`src/hdl/assert_macros.svh`:
```
// ---------------------------------------------------------------------------
// Assertion macros
// Concurrent assertion wrappers; empty when SYNTHESIS is defined.
// ---------------------------------------------------------------------------
`ifndef ASSERT_MACROS_SVH
`define ASSERT_MACROS_SVH

`ifndef SYNTHESIS

// Same-cycle implication, disabled during reset.
`define ASSERT_IMPLIES(label, clk, rst_n, ante, cons) \
    label: assert property (@(posedge clk) disable iff (!rst_n) (ante) |-> (cons)) \
        else $error("assertion failed: same-cycle implication");

// Next-cycle implication, disabled during reset.
`define ASSERT_NEXT(label, clk, rst_n, ante, cons) \
    label: assert property (@(posedge clk) disable iff (!rst_n) (ante) |=> (cons)) \
        else $error("assertion failed: next-cycle implication");

`else

`define ASSERT_IMPLIES(label, clk, rst_n, ante, cons)
`define ASSERT_NEXT(label, clk, rst_n, ante, cons)

`endif

`endif

```
`src/hdl/gsls_pkg.sv`:
```
// ---------------------------------------------------------------------------
// gsls_pkg
// Types, codes and arithmetic helpers of the golden-step line search.
// ---------------------------------------------------------------------------
package gsls_pkg;

    typedef logic signed [31:0] q32_t;
    typedef logic signed [33:0] wide_t;
    typedef logic        [30:0] step_t;
    typedef logic        [15:0] iter_t;

    typedef enum logic {
        OP_START    = 1'b0,
        OP_RESPONSE = 1'b1
    } op_t;

    typedef enum logic {
        KIND_REQUEST = 1'b0,
        KIND_DONE    = 1'b1
    } kind_t;

    typedef enum logic [2:0] {
        CFG_SEARCH_MINIMUM  = 3'd0,
        CFG_INITIAL_STEP    = 3'd1,
        CFG_STEP_TOLERANCE  = 3'd2,
        CFG_ITERATION_LIMIT = 3'd3,
        CFG_LOWER_BOUND     = 3'd4,
        CFG_UPPER_BOUND     = 3'd5
    } cfg_index_t;

    typedef enum logic [6:0] {
        PH_IDLE = 7'b0000001,
        PH_F0   = 7'b0000010,
        PH_V1   = 7'b0000100,
        PH_V2   = 7'b0001000,
        PH_L1   = 7'b0010000,
        PH_L2   = 7'b0100000,
        PH_L2I  = 7'b1000000
    } phase_t;

    typedef struct packed {
        op_t  op;
        q32_t start_point;
        q32_t func_value;
    } in_item_t;

    typedef struct packed {
        kind_t kind;
        q32_t  point;
        q32_t  extreme_value;
        logic  interior;
    } out_item_t;

    localparam q32_t Q32_MAX = 32'sh7FFF_FFFF;
    localparam q32_t Q32_MIN = 32'sh8000_0000;

    // step * 500 / 809 == step * 1000 / 1618; reciprocal is floor(2^32 * 500 / 809)
    localparam logic [31:0] SHRINK_RECIP = 32'd2654491530;
    localparam logic [40:0] SHRINK_NUM   = 41'd500;
    localparam logic [40:0] SHRINK_DEN   = 41'd809;
    localparam logic [1:0]  SHRINK_LATENCY = 2'd2;

    localparam step_t RESET_INITIAL_STEP   = 31'd65536;
    localparam step_t RESET_STEP_TOLERANCE = 31'd66;
    localparam iter_t RESET_ITER_LIMIT     = 16'd1000;

    function automatic wide_t ext34(input q32_t v);
        return {{2{v[31]}}, v};
    endfunction

    // Negation for minimum search; the most negative value saturates.
    function automatic q32_t flip(input q32_t v, input logic minimize);
        if (!minimize) begin
            return v;
        end
        if (v == Q32_MIN) begin
            return Q32_MAX;
        end
        return -v;
    endfunction

    function automatic q32_t sat32(input wide_t p);
        if (p > ext34(Q32_MAX)) begin
            return Q32_MAX;
        end
        if (p < ext34(Q32_MIN)) begin
            return Q32_MIN;
        end
        return p[31:0];
    endfunction

    function automatic wide_t offset(input q32_t pos, input step_t s, input logic neg);
        wide_t d;
        d = $signed({3'b000, s});
        return neg ? ext34(pos) - d : ext34(pos) + d;
    endfunction

    function automatic wide_t offset2(input q32_t pos, input step_t s, input logic neg);
        wide_t d;
        d = $signed({2'b00, s, 1'b0});
        return neg ? ext34(pos) - d : ext34(pos) + d;
    endfunction

endpackage

```
`src/hdl/gsls_shrink.sv`:
```
// ---------------------------------------------------------------------------
// gsls_shrink
// Two-stage step shrink: floor(step * 1000 / 1618) by reciprocal multiply
// and one correction step. Output tracks the input through the product and quotient registers.
// ---------------------------------------------------------------------------
module gsls_shrink
    import gsls_pkg::*;
(
    input  logic  clk,
    input  step_t step,
    output step_t shrunk
);

    logic [62:0] prod_reg;
    step_t       s1_reg;
    step_t       q_reg;

    step_t       q_est;
    logic [40:0] num;
    logic [40:0] qd;
    logic [40:0] rem;
    step_t       q_next;

    always_ff @(posedge clk)
    begin
        prod_reg <= 63'(step) * 63'(SHRINK_RECIP);
        s1_reg   <= step;
        q_reg    <= q_next;
    end

    // Estimate is low by at most one.
    always_comb
    begin
        q_est  = prod_reg[62:32];
        num    = 41'(s1_reg) * SHRINK_NUM;
        qd     = 41'(q_est) * SHRINK_DEN;
        rem    = num - qd;
        q_next = (rem >= SHRINK_DEN) ? q_est + 31'd1 : q_est;
    end

    assign shrunk = q_reg;

endmodule

```
`src/hdl/golden_step_line_search.sv`:
```
// The result register loads at the edge that accepts the item beat.
// Throughput: one item per cycle while result_ready is high, except that after
// any change of the step size the input holds ready low while the shrink
// multiplier pipeline settles; this also holds after reset.
// Reset: asynchronous, active low; all but the result register take documented defaults.
// ---------------------------------------------------------------------------
// golden_step_line_search
// Sequencer of a golden-step extremum search against an external evaluator.
// ---------------------------------------------------------------------------
`include "assert_macros.svh"

module golden_step_line_search
    import gsls_pkg::*;
(
    input  logic       clk,
    input  logic       rst_n,

    input  logic       cfg_wen,
    input  logic [2:0] cfg_index,
    input  logic [31:0] cfg_data,

    input  logic       item_valid,
    output logic       item_ready,
    input  in_item_t   item,

    output logic       result_valid,
    input  logic       result_ready,
    output out_item_t  result
);

    // configuration
    logic  search_min_reg;
    step_t init_step_reg;
    step_t tol_reg;
    iter_t limit_reg;
    q32_t  lb_reg;
    q32_t  ub_reg;

    // search state
    q32_t   pos_reg,   pos_next;
    q32_t   best_reg,  best_next;
    q32_t   trial_reg, trial_next;
    step_t  step_reg,  step_next;
    logic   dir_reg,   dir_next;
    logic   idir_reg,  idir_next;
    iter_t  iter_reg,  iter_next;
    phase_t phase_reg, phase_next;

    logic [1:0] settle_reg;
    logic       result_valid_reg;
    out_item_t  result_reg;

    step_t      shrunk;
    logic       accept;
    logic       emit;
    out_item_t  res;

    // working values of the shared decision paths
    logic  run_loop1;
    logic  run_inner;
    q32_t  v;
    q32_t  t;
    step_t s;
    logic  d;
    logic  idw;
    iter_t i;
    wide_t p1;

    gsls_shrink u_shrink (
        .clk    (clk),
        .step   (step_reg),
        .shrunk (shrunk)
    );

    assign accept     = item_valid && item_ready;
    assign item_ready = (settle_reg == 2'd0) && (!result_valid_reg || result_ready);

    always_comb
    begin
        pos_next   = pos_reg;
        best_next  = best_reg;
        trial_next = trial_reg;
        step_next  = step_reg;
        dir_next   = dir_reg;
        idir_next  = idir_reg;
        iter_next  = iter_reg;
        phase_next = phase_reg;
        emit       = 1'b0;
        res        = '{kind: KIND_REQUEST, point: '0, extreme_value: '0, interior: 1'b0};
        run_loop1  = 1'b0;
        run_inner  = 1'b0;
        v          = flip(item.func_value, search_min_reg);
        t          = v;
        s          = step_reg;
        d          = dir_reg;
        idw        = idir_reg;
        i          = iter_reg;
        p1         = '0;

        if (accept) begin
            if (item.op == OP_START) begin
                pos_next   = item.start_point;
                step_next  = init_step_reg;
                dir_next   = 1'b0;
                idir_next  = 1'b0;
                iter_next  = '0;
                best_next  = '0;
                trial_next = '0;
                phase_next = PH_F0;
                emit       = 1'b1;
                res.point  = item.start_point;
            end else begin
                unique case (phase_reg)
                    PH_F0:
                    begin
                        best_next  = v;
                        dir_next   = 1'b0;
                        phase_next = PH_V1;
                        emit       = 1'b1;
                        res.point  = sat32(offset(pos_reg, step_reg, 1'b0));
                    end
                    PH_V1:
                    begin
                        trial_next = v;
                        phase_next = PH_V2;
                        emit       = 1'b1;
                        res.point  = sat32(offset(pos_reg, step_reg, 1'b1));
                    end
                    PH_V2:
                    begin
                        d         = v > trial_reg;
                        t         = d ? v : trial_reg;
                        idw       = d;
                        i         = '0;
                        run_loop1 = 1'b1;
                    end
                    PH_L1:
                    begin
                        s         = (v < best_reg && dir_reg == idir_reg) ? shrunk : step_reg;
                        i         = iter_reg + 16'd1;
                        run_loop1 = 1'b1;
                    end
                    PH_L2:
                    begin
                        run_inner = 1'b1;
                    end
                    PH_L2I:
                    begin
                        i         = iter_reg + 16'd1;
                        run_inner = 1'b1;
                    end
                    default:
                    begin
                        phase_next = PH_IDLE;
                    end
                endcase
            end
        end

        if (run_loop1) begin
            trial_next = t;
            iter_next  = i;
            step_next  = s;
            emit       = 1'b1;
            p1         = offset(pos_reg, s, d);
            if (t < best_reg && {1'b0, s} > {tol_reg, 1'b0} && i < limit_reg) begin
                dir_next   = !d;
                idir_next  = idw;
                phase_next = PH_L1;
                res.point  = sat32(offset(pos_reg, s, !d));
            end else begin
                best_next = t;
                dir_next  = d;
                idir_next = idw;
                if (p1 > ext34(ub_reg) || p1 < ext34(lb_reg)) begin
                    pos_next          = (p1 > ext34(ub_reg)) ? ub_reg : lb_reg;
                    phase_next        = PH_IDLE;
                    res.kind          = KIND_DONE;
                    res.point         = pos_next;
                    res.extreme_value = flip(t, search_min_reg);
                end else begin
                    pos_next  = p1[31:0];
                    idir_next = d;
                    if (s > tol_reg && i < limit_reg) begin
                        phase_next = PH_L2;
                        res.point  = sat32(offset2(pos_reg, s, d));
                    end else begin
                        phase_next        = PH_IDLE;
                        res.kind          = KIND_DONE;
                        res.point         = p1[31:0];
                        res.extreme_value = flip(t, search_min_reg);
                        res.interior      = 1'b1;
                    end
                end
            end
        end

        if (run_inner) begin
            trial_next = t;
            iter_next  = i;
            emit       = 1'b1;
            p1         = offset(pos_reg, step_reg, dir_reg);
            if (t > best_reg && i < limit_reg) begin
                idir_next = dir_reg;
                best_next = t;
                if (p1 > ext34(ub_reg) || p1 < ext34(lb_reg)) begin
                    pos_next          = (p1 > ext34(ub_reg)) ? ub_reg : lb_reg;
                    phase_next        = PH_IDLE;
                    res.kind          = KIND_DONE;
                    res.point         = pos_next;
                    res.extreme_value = flip(t, search_min_reg);
                end else begin
                    pos_next   = p1[31:0];
                    phase_next = PH_L2I;
                    res.point  = sat32(offset2(pos_reg, step_reg, dir_reg));
                end
            end else begin
                // shrink once per reversal pair
                s         = (dir_reg == idir_reg) ? shrunk : step_reg;
                step_next = s;
                dir_next  = !dir_reg;
                if (s > tol_reg && i < limit_reg) begin
                    phase_next = PH_L2;
                    res.point  = sat32(offset(pos_reg, s, !dir_reg));
                end else begin
                    phase_next        = PH_IDLE;
                    res.kind          = KIND_DONE;
                    res.point         = pos_reg;
                    res.extreme_value = flip(best_reg, search_min_reg);
                    res.interior      = 1'b1;
                end
            end
        end
    end

    always_ff @(posedge clk or negedge rst_n)
    begin
        if (!rst_n) begin
            search_min_reg <= 1'b0;
            init_step_reg  <= RESET_INITIAL_STEP;
            tol_reg        <= RESET_STEP_TOLERANCE;
            limit_reg      <= RESET_ITER_LIMIT;
            lb_reg         <= Q32_MIN;
            ub_reg         <= Q32_MAX;
        end else if (cfg_wen) begin
            unique case (cfg_index)
                CFG_SEARCH_MINIMUM:  search_min_reg <= cfg_data[0];
                CFG_INITIAL_STEP:    init_step_reg  <= cfg_data[30:0];
                CFG_STEP_TOLERANCE:  tol_reg        <= cfg_data[30:0];
                CFG_ITERATION_LIMIT: limit_reg      <= cfg_data[15:0];
                CFG_LOWER_BOUND:     lb_reg         <= cfg_data;
                CFG_UPPER_BOUND:     ub_reg         <= cfg_data;
                default:
                begin
                end
            endcase
        end
    end

    always_ff @(posedge clk or negedge rst_n)
    begin
        if (!rst_n) begin
            pos_reg          <= '0;
            best_reg         <= '0;
            trial_reg        <= '0;
            step_reg         <= '0;
            dir_reg          <= 1'b0;
            idir_reg         <= 1'b0;
            iter_reg         <= '0;
            phase_reg        <= PH_IDLE;
            settle_reg       <= SHRINK_LATENCY;
            result_valid_reg <= 1'b0;
        end else begin
            pos_reg   <= pos_next;
            best_reg  <= best_next;
            trial_reg <= trial_next;
            step_reg  <= step_next;
            dir_reg   <= dir_next;
            idir_reg  <= idir_next;
            iter_reg  <= iter_next;
            phase_reg <= phase_next;
            // wait for the shrink pipeline to see the new step
            if (step_next != step_reg) begin
                settle_reg <= SHRINK_LATENCY;
            end else if (settle_reg != 2'd0) begin
                settle_reg <= settle_reg - 2'd1;
            end
            if (emit) begin
                result_valid_reg <= 1'b1;
            end else if (result_ready) begin
                result_valid_reg <= 1'b0;
            end
        end
    end

    always_ff @(posedge clk)
    begin
        if (emit) begin
            result_reg <= res;
        end
    end

    assign result_valid = result_valid_reg;
    assign result       = result_reg;

    `ASSERT_IMPLIES(a_accept_settled, clk, rst_n, accept, settle_reg == 2'd0)
    `ASSERT_NEXT(a_step_never_grows, clk, rst_n, accept && item.op == OP_RESPONSE, step_reg <= $past(step_reg))
    `ASSERT_NEXT(a_done_goes_idle, clk, rst_n, emit && res.kind == KIND_DONE, phase_reg == PH_IDLE)

endmodule

```
`config.mk`:
```
export PLATFORM = sky130hd
export DESIGN_NAME = golden_step_line_search
export DESIGN_NICKNAME = d
export VERILOG_FILES = /design/src/hdl/gsls_pkg.sv /design/src/hdl/gsls_shrink.sv /design/src/hdl/golden_step_line_search.sv
export VERILOG_INCLUDE_DIRS = /design/src /design/src/hdl
export SDC_FILE = /design/constraint.sdc
export NUM_CORES = 2
export LEC_CHECK = 0
export ABC_AREA = 1
export BUFFER_PORTS_ARGS = -buffer_cell sky130_fd_sc_hd__buf_2
export CORE_ASPECT_RATIO = 0.75
export CORE_MARGIN = 2
export CORE_UTILIZATION = 40
export DETAILED_ROUTE_END_ITERATION = 8
export GPL_TIMING_DRIVEN = 0
export RECOVER_POWER = 100
export SYNTH_ARGS = -nofsm -noshare
export SYNTH_HDL_FRONTEND = slang
export SYNTH_HIERARCHICAL = 1
export SYNTH_SLANG_ARGS = --single-unit
```
`constraint.sdc`:
```
create_clock -name clk -period 10.95 [get_ports clk]
set_input_delay 3.285 -clock clk [delete_from_list [all_inputs] [get_ports clk]]
set_output_delay 3.285 -clock clk [all_outputs]
set_load 0.01 [all_outputs]
```
==> summary.md <==
| Metric | Value |
|---|---|
| Result of the run | `finished with violations` |
| Violations in the final reports | `capacitance limit, slew limit, setup timing` |
| Leading post-synthesis cells by cell area | `sky130_fd_sc_hd__ha_1 (19%), sky130_fd_sc_hd__fa_1 (14%), sky130_fd_sc_hd__nand2_1 (11%), sky130_fd_sc_hd__inv_1 (10%), sky130_fd_sc_hd__dfrtp_1 (7.9%)` |
| Category of the worst setup path launch point | `flip-flop` |
| RSZ-0062 raised after global routing | `true` |
| Starting utilization of the core area | `0.402` |
| Max clock buf depth | `3` |
| Hold bufs inserted after CTS | `0` |
| Aggregate routed wire length | `396 mm` |
| Unique masters post-synth | `80` |
| Cts bufs inserted | `58` |
| Area share of the leading cell type in the synthesized netlist | `0.186` |
| Fill cell count | `20241` |
| Input/output buffers | `172` |
| Synthesized net count | `13183` |
| Synthesis-to-finish area growth | `16.3%` |
| Total Nets Final | `13662` |
| Type of the tightest min-delay check | `reg -> reg` |
| Tmin final | `12.43 ns` |
| Pin count of the biggest net entering global routing | `112` |
| Final-report setup violation count | `130` |
| Startpoint of the worst register-to-register path | `step_reg[4]$_DFF_PN0_` |
| Post-route clock skew | `0.0634 ns` |
| RD Place Congestion | `1.15` |
| Average cell area after synthesis | `7.10 µm²` |
| Launch point of the worst hold path | `tol_reg[5]$_DFFE_PN0P_` |
| Number of synthesized flops with an enable pin | `66` |
| Largest delay contributor family on the critical path | `compound AO/OA/AOI/OAI gates` |
| Reg clk slew, reported paths | `0.06 ns` |
| Router iterations before antenna repair | `9` |
| Clock tree from TritonCTS | `yes` |
| Relative slew margins | `-2.76` |
| Dominant register cell in the synthesized netlist | `sky130_fd_sc_hd__dfrtp_1` |
| Number of DRC markers in iteration 0 | `11099` |
| Register area | `11400 µm²` |
| Number of endpoints with negative hold slack in the final report | `0` |
| Area of combinational cells with multiple inputs | `63100 µm²` |
| CTS Root Buffer Type | `sky130_fd_sc_hd__clkbuf_16` |
| Number of H-tree levels | `2` |
| Met2 Routed Length | `148 mm` |
| Number of pins with negative max-slew slack in the final report | `754` |
| Global route overflow | `0` |
| Total die area | `204000 µm²` |
| Floorplan die width | `521 µm` |
| Total half-perimeter wirelength after legalization and detailed placement | `328 mm` |
| Most frequent cell after synthesis | `sky130_fd_sc_hd__nand2_1` |
| Syn Std Cell Area | `80300 µm²` |
| Average wire per standard cell | `27.3 µm` |
| Worst Setup Path Type | `reg -> reg` |
| Post-route DRC | `0` |
| Wire length of the first global-routing pass | `557 mm` |
| Length of routed wiring on met1 | `177 mm` |
| Number of global-route vias before repair | `78029` |
| Largest stage delay, worst path | `1.55 ns` |
| Most frequent cell on the critical path | `sky130_fd_sc_hd__nand2_1` |
| Wire length on met3 | `54.3 mm` |
| Proportion of layout cells with a drive suffix above 1 | `0.121` |
| Dominant cell type by area after synthesis | `sky130_fd_sc_hd__ha_1` |
| Final standard cell area without fillers | `93300 µm²` |
| Crit path capture type | `flip-flop` |
| Clock network latency to the later pin of the worst-skew pair | `0.75 ns` |
| Cells after Synth | `11302` |
| Count of standard-cell rows | `142` |
| Combined buffer and inverter count along the critical path | `4` |
| Least setup slack across all paths after layout | `-1.48 ns` |
| Critical path's slowest cell | `sky130_fd_sc_hd__dfrtp_1` |
| Cell types with the highest counts after synthesis | `sky130_fd_sc_hd__nand2_1 (2393), sky130_fd_sc_hd__inv_1 (2201), sky130_fd_sc_hd__ha_1 (1195), sky130_fd_sc_hd__o21ai_0 (791), sky130_fd_sc_hd__nor2_1 (701)` |
| Ports | `173` |
| Share of async-settable or async-resettable flops after synthesis | `0.652` |
| Die Span Y | `392 µm` |
| Crit path arrival time | `12.82 ns` |
| Required arrival time at the worst endpoint | `11.34 ns` |
| Slew @ Worst Pin | `5.64 ns` |
| Post-DR vias/cell | `5.72` |
| Upper clock frequency limit | `0.0804 GHz` |
| Vias | `83064` |
| Max reg flops | `66` |
| Synth warnings | `6` |
| Total of max-cap violations | `33` |
| Sequential-to-total area share from yosys stat | `0.141` |
| Number of antenna violations at the first check in global routing | `47` |
| Core utilization of the finished layout | `0.468` |
| Clk sink count | `457` |
| FF+latch count, synth | `457` |
| Worst-path fanout max | `19` |
| Ratio of final minimum period to clock period | `1.14` |
| Overall Global Routing Usage | `0.377` |
| Area after DPL | `85000 µm²` |
| Count of nets left with antenna violations after detail routing | `0` |
| DR top layer | `met5` |
| Launching instance or port of the critical path | `step_reg[4]$_DFF_PN0_` |
| Placeable core region | `200000 µm²` |
## cell type report
type,instances,share of cell area
Tap cell,2664,0.0357
Timing Repair Buffer,431,0.0343
Clock inverter,31,0.00465
Clock buffer,78,0.0173
Antenna cell,25,0.000670
Sequential cell,457,0.122
Inverter,2258,0.0917
Buffer,280,0.0184
Multi-Input combinational cell,8295,0.675
## path summary, 6_finish.rpt
check / end / slack (ns) / depth (start not counted)
setup / recovery: result[52]$_DFFE_PP_ / -1.48 / 35
setup reg to reg: result[52]$_DFFE_PP_ / -1.48 / 35
hold reg to reg: tol_reg[5]$_DFFE_PN0P_ / 0.48 / 2
min in group asynchronous: best_reg[7]$_DFF_PN0_ / 4.59 / 1
max in group asynchronous: pos_reg[30]$_DFF_PN0_ / 0.88 / 2
hold / removal: tol_reg[5]$_DFFE_PN0P_ / 0.48 / 2
## cell usage in the layout, fill, tap and decap left out, types with 66 or more instances in the layout
master                      instances
sky130_fd_sc_hd__clkbuf_16         69
sky130_fd_sc_hd__nor2_1           682
sky130_fd_sc_hd__o21ai_0          634
sky130_fd_sc_hd__a31oi_1           81
sky130_fd_sc_hd__nand3_1          300
sky130_fd_sc_hd__o21ai_1           99
sky130_fd_sc_hd__xor2_1           351
sky130_fd_sc_hd__nand2_2          137
sky130_fd_sc_hd__inv_2             80
sky130_fd_sc_hd__inv_1           2140
sky130_fd_sc_hd__a21oi_1          639
sky130_fd_sc_hd__nand2_1         2229
sky130_fd_sc_hd__o21ai_2          106
sky130_fd_sc_hd__buf_2            131
sky130_fd_sc_hd__dfrtp_1          251
sky130_fd_sc_hd__fa_1             579
sky130_fd_sc_hd__ha_1            1153
sky130_fd_sc_hd__clkbuf_1         252
sky130_fd_sc_hd__nor3_1           108
sky130_fd_sc_hd__xnor2_1           87
sky130_fd_sc_hd__o211ai_1          69
sky130_fd_sc_hd__buf_6             66
sky130_fd_sc_hd__nand4_1          181
sky130_fd_sc_hd__edfxtp_1          66
sky130_fd_sc_hd__dfxtp_1           93
sky130_fd_sc_hd__buf_4            193
## worst min-delay path, stage by stage (launching register included)
cell and delay, ns:
sky130_fd_sc_hd__dfrtp_1 0.34, sky130_fd_sc_hd__nand2_1 0.05, sky130_fd_sc_hd__o21ai_0 0.06
## stage by stage
step	instances	setup TNS, ns	setup slack, ns	hold WS [ns]
6_report	14519	-111.54	-1.48	0.485
5_1_grt	14500	-154.95	-1.61	0.514
4_1_cts	14395	-92.35	-1.17	0.487
3_5_place_dp	14156	-677.43	-5.27	0.473
3_3_place_gp	14138	-706.05	-5.26	0.467
2_1_floorplan	11302	-44.85	-0.586	0.453
## timing repair
action / CTS / global route
pin swaps: 169 / 148
endpoints found under the setup margin: 169 / 137
buffers inserted: 138 / 99
gates resized for setup: 709 / 436
gates cloned: 3 / 2
## cell families after synthesis
logic type / count (synthesis) / synth area share
compound gates: 2067 / 0.145
xor+xnor: 453 / 0.0494
fa+ha+maj: 1776 / 0.331
buf+inv: 2550 / 0.122
flops: 457 / 0.141
mux: 2 / 0.000265
simple gates: 3997 / 0.211
## metal layers
metal,vias to the layer above,GRT usage
li1,37446,-
met1,40181,0.547
met2,4642,0.500
met3,757,0.142
met4,38,0.127
met5,-,0
Power is left out: the tool's default activity adds up to more than one toggle a clock period on the data nets, which glitch-free logic cannot reach.
